<file path="config.mk">
export PLATFORM = sky130hd
export DESIGN_NAME = numeric_literal_parser_unit_flat
export DESIGN_NICKNAME = d
export VERILOG_FILES = /design/src/design/nlp_pkg.sv /design/src/design/nlp_char_if.sv /design/src/design/nlp_value_if.sv /design/src/design/nlp_char_decode.sv /design/src/design/nlp_parse_core.sv /design/src/design/numeric_literal_parser_unit.sv /design/src/flat_wrapper.sv
export SDC_FILE = /design/constraint.sdc
export NUM_CORES = 1
export LEC_CHECK = 0
export ABC_AREA = 0
export ABC_CLOCK_PERIOD_IN_PS = 4150
export BUFFER_PORTS_ARGS = -buffer_cell sky130_fd_sc_hd__buf_2
export CORE_AREA = 2 2 107 161
export DETAILED_ROUTE_END_ITERATION = 8
export DIE_AREA = 0 0 109 163
export GPL_TIMING_DRIVEN = 0
export PLACE_DENSITY_LB_ADDON = 0.25
export RECOVER_POWER = 25
export REMOVE_ABC_BUFFERS = 1
export SLEW_MARGIN = 20
export SYNTH_ARGS = -nofsm -noshare
export SYNTH_HDL_FRONTEND = slang
export SYNTH_SLANG_ARGS = --single-unit
</file>
<file path="constraint.sdc">
create_clock -name clk -period 4.15 [get_ports clk]
set_input_delay 0.83 -clock clk [delete_from_list [all_inputs] [get_ports clk]]
set_output_delay 0.83 -clock clk [all_outputs]
set_load 0.02 [all_outputs]
</file>
<file path="src/design/nlp_pkg.sv">
// ============================================================================
// nlp_pkg
// Shared types and constants for the numeric literal parser.
// ============================================================================
package nlp_pkg;

    localparam int CHAR_W  = 8;
    localparam int VALUE_W = 32;
    localparam int SHIFT_W = 6;
    localparam int DIGIT_W = 4;

    // Character codes
    localparam logic [CHAR_W-1:0] CH_NUL   = 8'h00;
    localparam logic [CHAR_W-1:0] CH_TAB   = 8'h09;
    localparam logic [CHAR_W-1:0] CH_LF    = 8'h0A;
    localparam logic [CHAR_W-1:0] CH_SPACE = 8'h20;
    localparam logic [CHAR_W-1:0] CH_PLUS  = 8'h2B;
    localparam logic [CHAR_W-1:0] CH_MINUS = 8'h2D;
    localparam logic [CHAR_W-1:0] CH_0     = 8'h30;
    localparam logic [CHAR_W-1:0] CH_7     = 8'h37;
    localparam logic [CHAR_W-1:0] CH_9     = 8'h39;
    localparam logic [CHAR_W-1:0] CH_A_UP  = 8'h41;
    localparam logic [CHAR_W-1:0] CH_F_UP  = 8'h46;
    localparam logic [CHAR_W-1:0] CH_K_UP  = 8'h4B;
    localparam logic [CHAR_W-1:0] CH_M_UP  = 8'h4D;
    localparam logic [CHAR_W-1:0] CH_X_UP  = 8'h58;
    localparam logic [CHAR_W-1:0] CH_A_LO  = 8'h61;
    localparam logic [CHAR_W-1:0] CH_F_LO  = 8'h66;
    localparam logic [CHAR_W-1:0] CH_K_LO  = 8'h6B;
    localparam logic [CHAR_W-1:0] CH_M_LO  = 8'h6D;
    localparam logic [CHAR_W-1:0] CH_X_LO  = 8'h78;

    localparam logic [SHIFT_W-1:0] K_SHIFT   = 6'd10;
    localparam logic [SHIFT_W-1:0] M_SHIFT   = 6'd20;
    localparam logic [SHIFT_W-1:0] SHIFT_MAX = 6'd63;

    typedef enum logic [2:0] {
        PH_PREFIX  = 3'd0,
        PH_ZERO    = 3'd1,
        PH_HEX     = 3'd2,
        PH_OCT     = 3'd3,
        PH_DEC     = 3'd4,
        PH_DONE    = 3'd5,
        PH_FORCED0 = 3'd6
    } phase_t;

    typedef enum logic [1:0] {
        SIGN_NONE  = 2'd0,
        SIGN_PLUS  = 2'd1,
        SIGN_MINUS = 2'd2
    } sign_t;

    // Decoded view of one character
    typedef struct packed {
        logic               is_nul;
        logic               is_blank;
        logic               is_sign;
        logic               is_minus;
        logic               is_k;
        logic               is_m;
        logic               is_zero;
        logic               is_x;
        logic               dec_ok;
        logic               oct_ok;
        logic               hex_ok;
        logic [DIGIT_W-1:0] digit;
    } char_class_t;

endpackage

</file>
<file path="src/design/nlp_char_if.sv">
// ============================================================================
// nlp_char_if
// Valid/ready channel carrying one character code per transfer.
// ============================================================================
interface nlp_char_if;
    logic                         valid;
    logic                         ready;
    logic [nlp_pkg::CHAR_W-1:0]   char_code;

    modport source (output valid, output char_code, input ready);
    modport sink   (input valid, input char_code, output ready);
endinterface

</file>
<file path="src/design/nlp_value_if.sv">
// ============================================================================
// nlp_value_if
// Valid/ready channel carrying one parsed value per transfer.
// ============================================================================
interface nlp_value_if;
    logic                                valid;
    logic                                ready;
    logic signed [nlp_pkg::VALUE_W-1:0]  value;

    modport source (output valid, output value, input ready);
    modport sink   (input valid, input value, output ready);
endinterface

</file>
<file path="src/design/nlp_char_decode.sv">
// ============================================================================
// nlp_char_decode
// Classifies one character: blanks, signs, scale letters, digit values.
// ============================================================================
module nlp_char_decode (
    input  logic [nlp_pkg::CHAR_W-1:0] char_code,
    output nlp_pkg::char_class_t       cls
);
    import nlp_pkg::*;

    always_comb
    begin
        cls          = '0;
        cls.is_nul   = (char_code == CH_NUL);
        cls.is_blank = (char_code == CH_SPACE) || (char_code == CH_TAB) ||
                       (char_code == CH_LF);
        cls.is_sign  = (char_code == CH_PLUS) || (char_code == CH_MINUS);
        cls.is_minus = (char_code == CH_MINUS);
        cls.is_k     = (char_code == CH_K_LO) || (char_code == CH_K_UP);
        cls.is_m     = (char_code == CH_M_LO) || (char_code == CH_M_UP);
        cls.is_zero  = (char_code == CH_0);
        cls.is_x     = (char_code == CH_X_LO) || (char_code == CH_X_UP);
        if (char_code inside {[CH_0:CH_9]})
        begin
            cls.dec_ok = 1'b1;
            cls.hex_ok = 1'b1;
            cls.oct_ok = (char_code <= CH_7);
            cls.digit  = DIGIT_W'(char_code - CH_0);
        end
        else if (char_code inside {[CH_A_LO:CH_F_LO]})
        begin
            cls.hex_ok = 1'b1;
            cls.digit  = DIGIT_W'(char_code - CH_A_LO + 8'd10);
        end
        else if (char_code inside {[CH_A_UP:CH_F_UP]})
        begin
            cls.hex_ok = 1'b1;
            cls.digit  = DIGIT_W'(char_code - CH_A_UP + 8'd10);
        end
    end

endmodule

</file>
<file path="src/design/nlp_parse_core.sv">
// ============================================================================
// nlp_parse_core
// Parser state, digit accumulation and the registered result stage.
// ============================================================================
module nlp_parse_core (
    input  logic                 clk,
    input  logic                 rst_n,
    input  logic                 item_valid,
    input  nlp_pkg::char_class_t cls,
    output logic                 item_ready,
    nlp_value_if.source          results
);
    import nlp_pkg::*;

    phase_t               phase_reg, phase_next;
    sign_t                sign_reg, sign_next;
    logic [VALUE_W-1:0]   acc_reg, acc_next;
    logic [SHIFT_W-1:0]   shift_reg, shift_next;
    logic                 out_valid_reg, out_valid_next;
    logic [VALUE_W-1:0]   value_reg, value_next;

    logic                 take;
    logic [SHIFT_W:0]     shift_sum;
    logic [SHIFT_W-1:0]   shift_add;
    logic [SHIFT_W-1:0]   shift_sat;
    logic [VALUE_W-1:0]   dec_acc, oct_acc, hex_acc;
    logic [VALUE_W-1:0]   shifted, final_value;

    // A terminator waits only while the result register is full and stalled
    assign item_ready = !cls.is_nul || !out_valid_reg || results.ready;
    assign take       = item_valid && item_ready;

    assign shift_add = cls.is_m ? M_SHIFT : K_SHIFT;
    assign shift_sum = {1'b0, shift_reg} + {1'b0, shift_add};
    assign shift_sat = shift_sum[SHIFT_W] ? SHIFT_MAX : shift_sum[SHIFT_W-1:0];

    assign dec_acc = (acc_reg << 3) + (acc_reg << 1) + VALUE_W'(cls.digit);
    assign oct_acc = (acc_reg << 3) + VALUE_W'(cls.digit);
    assign hex_acc = (acc_reg << 4) + VALUE_W'(cls.digit);

    // Shift of 32 or more flushes everything out
    assign shifted     = shift_reg[SHIFT_W-1] ? '0 : (acc_reg << shift_reg[SHIFT_W-2:0]);
    assign final_value = (phase_reg == PH_FORCED0) ? '0 :
                         (sign_reg == SIGN_MINUS) ? (VALUE_W'(0) - shifted) : shifted;

    always_comb
    begin
        phase_next     = phase_reg;
        sign_next      = sign_reg;
        acc_next       = acc_reg;
        shift_next     = shift_reg;
        value_next     = value_reg;
        out_valid_next = out_valid_reg && !results.ready;
        if (take)
        begin
            if (cls.is_nul)
            begin
                out_valid_next = 1'b1;
                value_next     = final_value;
                phase_next     = PH_PREFIX;
                sign_next      = SIGN_NONE;
                acc_next       = '0;
                shift_next     = '0;
            end
            else
            begin
                case (phase_reg)
                    PH_PREFIX:
                    begin
                        if (cls.is_blank)
                        begin
                            phase_next = PH_PREFIX;
                        end
                        else if (cls.is_sign)
                        begin
                            if (sign_reg != SIGN_NONE)
                                phase_next = PH_FORCED0;
                            else
                                sign_next = cls.is_minus ? SIGN_MINUS : SIGN_PLUS;
                        end
                        else if (cls.is_k || cls.is_m)
                        begin
                            shift_next = shift_sat;
                        end
                        else if (cls.is_zero)
                        begin
                            phase_next = PH_ZERO;
                        end
                        else if (cls.dec_ok)
                        begin
                            acc_next   = dec_acc;
                            phase_next = PH_DEC;
                        end
                        else
                        begin
                            phase_next = PH_DONE;
                        end
                    end
                    PH_ZERO:
                    begin
                        if (cls.is_x)
                            phase_next = PH_HEX;
                        else if (cls.oct_ok)
                        begin
                            acc_next   = oct_acc;
                            phase_next = PH_OCT;
                        end
                        else
                            phase_next = PH_DONE;
                    end
                    PH_HEX:
                    begin
                        if (cls.hex_ok)
                            acc_next = hex_acc;
                        else
                            phase_next = PH_DONE;
                    end
                    PH_OCT:
                    begin
                        if (cls.oct_ok)
                            acc_next = oct_acc;
                        else
                            phase_next = PH_DONE;
                    end
                    PH_DEC:
                    begin
                        if (cls.dec_ok)
                            acc_next = dec_acc;
                        else
                            phase_next = PH_DONE;
                    end
                    default:
                    begin
                        phase_next = phase_reg;
                    end
                endcase
            end
        end
    end

    always_ff @(posedge clk or negedge rst_n)
    begin
        if (!rst_n)
        begin
            phase_reg     <= PH_PREFIX;
            sign_reg      <= SIGN_NONE;
            acc_reg       <= '0;
            shift_reg     <= '0;
            out_valid_reg <= 1'b0;
        end
        else
        begin
            phase_reg     <= phase_next;
            sign_reg      <= sign_next;
            acc_reg       <= acc_next;
            shift_reg     <= shift_next;
            out_valid_reg <= out_valid_next;
        end
    end

    always_ff @(posedge clk)
    begin
        value_reg <= value_next;
    end

    assign results.valid = out_valid_reg;
    assign results.value = value_reg;

    // Assertions
    a_clear_after_nul: assert property (@(posedge clk) disable iff (!rst_n)
        (take && cls.is_nul) |=> (phase_reg == PH_PREFIX && acc_reg == '0 &&
                                  shift_reg == '0 && sign_reg == SIGN_NONE && out_valid_reg))
        else $error("parser state not cleared after terminator");

    a_no_stall_on_char: assert property (@(posedge clk) disable iff (!rst_n)
        (item_valid && !cls.is_nul) |-> item_ready)
        else $error("non-terminator character stalled");

    a_shift_monotonic: assert property (@(posedge clk) disable iff (!rst_n)
        (take && !cls.is_nul) |=> (shift_reg >= $past(shift_reg)))
        else $error("shift count decreased inside a string");

    a_forced_needs_sign: assert property (@(posedge clk) disable iff (!rst_n)
        (phase_reg == PH_FORCED0) |-> (sign_reg != SIGN_NONE))
        else $error("forced zero without a prior sign");

endmodule

</file>
<file path="src/design/numeric_literal_parser_unit.sv">
// ============================================================================
// numeric_literal_parser_unit
// Streaming integer literal parser with automatic radix selection.
// ============================================================================
// Takes one character per transfer on chars and, for each NUL terminator,
// delivers one 32-bit two's complement value on results. A new character is
// accepted every cycle while no terminator waits: each one is registered,
// decoded and then folded into the parser state by a single shift-and-add
// step. The result of a terminator is held in an output register; a further
// terminator waits in the input register only while that register is full
// and stalled, and holds back the characters behind it.
module numeric_literal_parser_unit (
    input  logic        clk,
    input  logic        rst_n,
    nlp_char_if.sink    chars,
    nlp_value_if.source results
);
    import nlp_pkg::*;

    logic               in_valid_reg;
    logic [CHAR_W-1:0]  char_reg;
    logic               core_ready;
    char_class_t        cls;

    assign chars.ready = !in_valid_reg || core_ready;

    always_ff @(posedge clk or negedge rst_n)
    begin
        if (!rst_n)
            in_valid_reg <= 1'b0;
        else if (chars.ready)
            in_valid_reg <= chars.valid;
    end

    always_ff @(posedge clk)
    begin
        if (chars.ready && chars.valid)
            char_reg <= chars.char_code;
    end

    nlp_char_decode u_decode (
        .char_code (char_reg),
        .cls       (cls)
    );

    nlp_parse_core u_core (
        .clk        (clk),
        .rst_n      (rst_n),
        .item_valid (in_valid_reg),
        .cls        (cls),
        .item_ready (core_ready),
        .results    (results)
    );

endmodule
</file>
<file path="src/flat_wrapper.sv">
// flat-port wrapper written by rule: the top's interface ports become plain ports
module numeric_literal_parser_unit_flat import nlp_pkg::*;
  (clk, rst_n, chars_valid, chars_char_code, chars_ready, results_valid, results_value, results_ready);
  nlp_char_if chars_i ();
  nlp_value_if results_i ();
  input  logic clk;
  input  logic rst_n;
  input wire logic [$bits(chars_i.valid)-1:0] chars_valid;
  input wire logic [$bits(chars_i.char_code)-1:0] chars_char_code;
  output wire logic [$bits(chars_i.ready)-1:0] chars_ready;
  output wire logic [$bits(results_i.valid)-1:0] results_valid;
  output wire logic [$bits(results_i.value)-1:0] results_value;
  input wire logic [$bits(results_i.ready)-1:0] results_ready;
  assign chars_i.valid = chars_valid;
  assign chars_i.char_code = chars_char_code;
  assign chars_ready = chars_i.ready;
  assign results_valid = results_i.valid;
  assign results_value = results_i.value;
  assign results_i.ready = results_ready;
  numeric_literal_parser_unit u_core (.clk(clk), .rst_n(rst_n), .chars(chars_i), .results(results_i));
endmodule
</file>
-- Yosys cells after proc, flatten, opt, wreduce, memory -nomap -nowiden
Cells that the tools add are included.
- $add $sub $neg: 11
- $mul: 0
- divide/modulo/power cells: 0
- order comparisons: 7
- equal/unequal tests: 32
- shifts and indexed selects: 1
- multiplexer cells: 44
- bitwise logic cells: 0
- reductions and logical operators: 32
- operators with widths (cell ; count):
    $mux 32 ; 11
    $pmux 32 s5 ; 1
    $add 32x4->32 ; 3
    $eq 8x7->1 const B ; 6
    $mux 6 ; 6
    $mux 3 ; 11
    $add 32x32->32 ; 1
    $eq 8x6->1 const B ; 4
    $shl 32x5->32 ; 1
    $sub 1x32->32 const A ; 1
    $ne 3x3->1 const B ; 9
    $mux 5 ; 4
    $eq 8x4->1 const B ; 2
    $ge 8x7->1 const B ; 2
    $le 8x6->1 const B ; 2
    $le 8x7->1 const B ; 2
    $pmux 3 s5 ; 1
    $mux 2 ; 7
    $sub 4x1->4 const B ; 3
    $logic_or 1x1->1 ; 10
    $ne 5x5->1 const B ; 2
    $reduce_and 5->1 ; 2
    $add 4x4->4 const B ; 2
    $ge 8x6->1 const B ; 1
    17 further kinds ; 33
- flip-flop bits (word level): 85
- bits in latches: 0
- bits in writable memories: 0
- bits in read-only memories: 0
- output and inout bits: 34
- memories: 0

-- Longest topological paths before layout
- word-level depth: 13
- gate-level depth with buffers: 19
- depth with buffers taken out: 19

-- Modules after synthesis
From an unflattened synthesis, not the netlist that was laid out.
- cell total of the unflattened synthesis: 1200
- area, all modules: 10214.8 um^2
- by module, submodules not included (module ; instances ; cells an instance ; area an instance (um^2)):
    nlp_parse_core ; 1 ; 1140 ; 9577.9
    nlp_char_decode ; 1 ; 48 ; 342.8
    numeric_literal_parser_unit ; 1 ; 12 ; 294.0

-- Least setup slack after synthesis
OpenSTA, ideal clock, no wires.
- kind: flip-flop to flip-flop
- start point: register u_core.char_reg[0]
- end point: register u_core.u_core.acc_reg[22]
- setup time: 0.134 ns
- arrival time: 4.302 ns
- path slack: -0.286 ns
- cell stages (with the launch flop): 20
- buffers on the path: 0
- period minus slack after synthesis: 4.436 ns
- path through: edfxtp_1 -> inv_1 -> ha_1 -> nor3b_1 -> nor4_1 -> nor2b_1 -> o21ai_0 -> o21ai_0 -> ha_1 -> ha_1 -> fa_1 -> a211oi_1 -> o21ai_0 -> a31o_2 -> o2111ai_1 -> a21oi_1 -> o21a_1 -> or3_1 -> a21oi_1 -> o41ai_1
- cells in the longest elaborated chain, start to end: 13
- elaborated cells on any way between the ends: 64
- ends and longest elaborated chain (element ; line ; source):
    from (decl) ; numeric_literal_parser_unit.sv:21 ; logic [CHAR_W-1:0] char_reg;
    from (signal assigned) ; numeric_literal_parser_unit.sv:38 ; char_reg <= chars.char_code;
    $sub 4x1->4 (tied with other cells) ; nlp_char_decode.sv:33, nlp_char_decode.sv:38 ;
    $add 4x4->4 or $logic_and 1x1->1 (tied branches) ; nlp_char_decode.sv:33, nlp_char_decode.sv:38, nlp_char_decode.sv:35 ;
    $mux 5 ; nlp_char_decode.sv:35 ; else if (char_code inside {[CH_A_UP:CH_F_UP]})
    $mux 5 ; nlp_char_decode.sv:30 ; else if (char_code inside {[CH_A_LO:CH_F_LO]})
    $mux 5 ; nlp_char_decode.sv:23 ; if (char_code inside {[CH_0:CH_9]})
    $add 32x4->32 ; nlp_parse_core.sv:37 ; assign dec_acc = (acc_reg << 3) + (acc_reg << 1) + VALUE_W'(cls.digit);
    $mux 32 ; nlp_parse_core.sv:89, nlp_parse_core.sv:127 ;
    $mux 32 ; nlp_parse_core.sv:85 ; else if (cls.is_zero)
    $mux 32 ; nlp_parse_core.sv:81 ; else if (cls.is_k || cls.is_m)
    $mux 32 ; nlp_parse_core.sv:74 ; else if (cls.is_sign)
    $mux 32 ; nlp_parse_core.sv:70 ; if (cls.is_blank)
    $pmux 32 s5 ; nlp_parse_core.sv:67 ; case (phase_reg)
    $mux 32 ; nlp_parse_core.sv:56 ; if (cls.is_nul)
    to (signal assigned) ; nlp_parse_core.sv:155 ; acc_reg <= acc_next;
    to (decl) ; nlp_parse_core.sv:17 ; logic [VALUE_W-1:0] acc_reg, acc_next;
Several ways; a longest one is shown, not always the timed one. The select of a mux whose other input is x is not followed.
A chain may end at the register's enable or synchronous reset.

-- Worst setup path in the final report
Ends and elaborated chain as after synthesis.

==> summary.md <==
| Metric | Value |
|---|---|
| Clock root buffer | clkbuf_16 |
| Layout cells sized above 1 | 18.4% |
| Vias post-DR | 8797 |
| Htree depth | 3 |
| Worst-skew pair later-pin latency | 0.35 ns |
| Peak Freq | 0.230 GHz |
| Final Hold Viols | 0 |
| Final setup vio count | 11 |
| Worst setup EP type | register |
| Drt first pass iters | 5 |
| Primary FF master, synth | dfrtp_1 |
| WL final | 25.8 mm |
| Leak | 4.47 nW |
| Crit path kind | register to register |
| Slew HR | -74.0% |
| N_diodes | 0 |
| Initial antenna violation count | 0 |
| Placeable Area | 16500 um2 |
| R2R cell count | 18 |
| Worst Hold Class | register to register |
| Post-synth EDFFs | 40 |
| Reg2reg start | u_core.char_reg[0] |
| PortBufs | 45 |
| Flop2flop setup slack | -0.20 ns |
| Worst VDD drop | 0.000274 V |
| Worst Path Arrival | 4.56 ns |
| Global-route wire length before repair | 41.5 mm |
| Vias per inst | 6.60 |
| Critical R2R Capture | u_core.u_core.acc_reg[22] |
| Most frequent cells in the layout | 103 x nor2_1, 96 x nand2_1, 77 x a21oi_1 |
| Global route total overflow | 0 |
| Status | finished, violations left |
| WHS | 0.529 ns |
| CTS Buffer Depth | 2 |
| Synthesis-stage register bit count | 85 |
| Vias in the first global route | 8376 |
| Nets | 1202 |
| Num CTS Buffers | 9 |
| Die X | 109 um |
| Pins Over Slew Limit | 46 |
| CP required | 4.36 ns |
| Clk sinks | 85 |
| FFs w/ async S/R, synth | 52.9% |
| Final worst slack | -0.197 ns |
| Sequential element share of the synthesized area | 24.8% |
| Hold Buf Count CTS | 0 |
| Die Ht | 163 um |
| Synthesis warning total | 0 |
| Measured slew at the worst slew-check pin | 2.61 ns |
| CP startpoint kind | register |
| Remaining antenna violation count | 0 |
| Post-route minimum period | 4.35 ns |
| I/O Pins | 46 |
| Failing checks | capacitance limit, slew limit, setup timing |
| Row count | 58 |
| Clk slew on worst S/H paths | 0.07 ns |
| CTS tree | yes |
| Post-Syn Area | 9400 um2 |
| P&R area growth vs syn | 11.0% |
| Largest net degree at the start of global routing | 57 |
| Starting Density | 57.1% |
| Cells after Synth | 1109 |
| Max FO, Critical Path | 5 |
| Synth cell types | 79 |
| CP Capture Point | u_core.u_core.acc_reg[22] |
| Placer Congestion | 0.969 |
| Syn Area/Cell | 8.48 um2 |
| DIE AREA | 17800 um2 |
| Most common cell after layout, fill and taps aside | nor2_1 |
| Post-Place Worst Slack | -1.04 ns |
| Max Cap Violations | 1 |
| Unrepaired setup endpoints after global routing | yes |
| PwrDens | 352 nW/um2 |
| Wire per inst | 19.4 um |
| Total GRT Usage | 29.1% |
| Worst setup startpoint | u_core.char_reg[0] |
| Initial drt markers | 734 |
| Fin crit share | 105% |
| Clock Skews | 0.0109 ns |
| Post-DP HPWL | 18.4 mm |
| DRC viols | 0 |
-- stage by stage --
| step | setup TNS (ns) | total power (W) | std cells | util (%) | cell area (um2) |
|---|---|---|---|---|---|
| 2_1_floorplan | -4.90 | 0.00239 | 1026 | - | 9060 |
| 3_3_place_gp | -36.81 | 0.00273 | 1281 | 58.0 | 9550 |
| 3_5_place_dp | -14.71 | 0.00281 | 1284 | 58.6 | 9650 |
| 4_1_cts | -0.295 | 0.00363 | 1324 | 62.2 | 10300 |
| 5_1_grt | -3.61 | 0.00389 | 1332 | 63.4 | 10400 |
| 6_report | -1.06 | 0.00367 | 1332 | 63.4 | 10400 |
-- routing by layer --
layer / wire [um] / global-route usage, % / vias to the layer above
met5: 0 / 0 / -
met1: 9950 / 34.1 / 4184
met2: 13400 / 51.0 / 340
met4: 1290 / 15.3 / 0
li1: - / - / 4177
met3: 1220 / 3.72 / 96
-- worst min-delay path by stage --
stage / from / endpoint / slack (ns) / depth (start not counted)
2_1_floorplan: u_core.u_core.sign_reg[1] / u_core.u_core.sign_reg[1] / 0.48 / 2
3_3_place_gp: u_core.u_core.results.valid / u_core.u_core.results.valid / 0.50 / 2
3_5_place_dp: u_core.u_core.results.valid / u_core.u_core.results.valid / 0.51 / 2
4_1_cts: u_core.u_core.results.valid / u_core.u_core.results.valid / 0.53 / 2
5_1_grt: u_core.u_core.results.valid / u_core.u_core.results.valid / 0.58 / 2
6_report: u_core.u_core.results.valid / u_core.u_core.results.valid / 0.53 / 2
-- report_power, final --
part           internal (W)  switching, W
Sequential          0.00101      0.000190
Clock              0.000464      0.000338
Combinational      0.000747      0.000928
Total               0.00222       0.00146
-- cells in the mapped netlist (8+ instances only) --
cell	n	area (um2)
nor2_1	109	409
nand2_1	96	360
a21oi_1	80	400
o21ai_0	80	400
ha_1	70	876
clkbuf_1	66	248
dfrtp_1	45	1130
edfxtp_1	40	1200
xnor2_1	39	342
mux4_2	33	743
nand3_1	30	150
nor3_1	30	150
a21o_1	28	210
xor2_1	28	245
inv_1	25	93.8
a31oi_1	22	138
mux2i_1	21	210
mux2_2	16	180
and3_1	14	87.6
nor2b_1	14	87.6
nand2b_1	13	81.3
o21bai_1	12	90.1
or2_2	10	62.6
a22oi_1	9	67.6
and2_1	9	56.3
buf_2	9	45.0
o221ai_1	9	78.8
a22o_1	8	70.1
o31ai_1	8	60.1
or3_1	8	50.1
-- cells by family after synthesis --
logic type | after synthesis | share of synthesized area [%]
AND/OR/NAND/NOR | 360 | 18.1
AO/OA/AOI/OAI | 343 | 24.1
XOR/XNOR | 67 | 6.24
buffers and inverters | 110 | 4.67
flip-flops | 85 | 24.8
adder cells (fa/ha/maj) | 73 | 9.96
multiplexers | 71 | 12.2
-- final cells by class --
type / instances / area [um2]
clock buffers: 11 / 233
clock inverters: 5 / 52.6
fillers: 1358 / 6040
inverters: 27 / 101
multi-input cells: 914 / 6910
flip-flops and latches: 85 / 2340
well taps: 210 / 263
repair buffers: 80 / 538
-- worst max-delay path, stage by stage, from the launching register on --
cell and delay, ns:
edfxtp_1 0.47, buf_4 0.17, and3_1 0.19, nor4_4 0.36
nor2b_1 0.18, o21ai_1 0.08, o21ai_2 0.12, ha_4 0.24
ha_4 0.16, fa_2 0.42, a211oi_4 0.29, o21ai_1 0.12
a31o_2 0.29, o2111ai_4 0.25, a21oi_4 0.12, o21a_1 0.20
or3_1 0.33, a21oi_2 0.15, o41ai_1 0.07
-- what timing repair did --
item                                    4_1_cts  5_1_grt
setup buffers                                24        9
endpoints found under the setup margin       23       31
cloned                                        0        0
gates resized for setup                      35       28
pin swaps                                    18       20
Note: power is estimated with default switching activity, not from simulation.
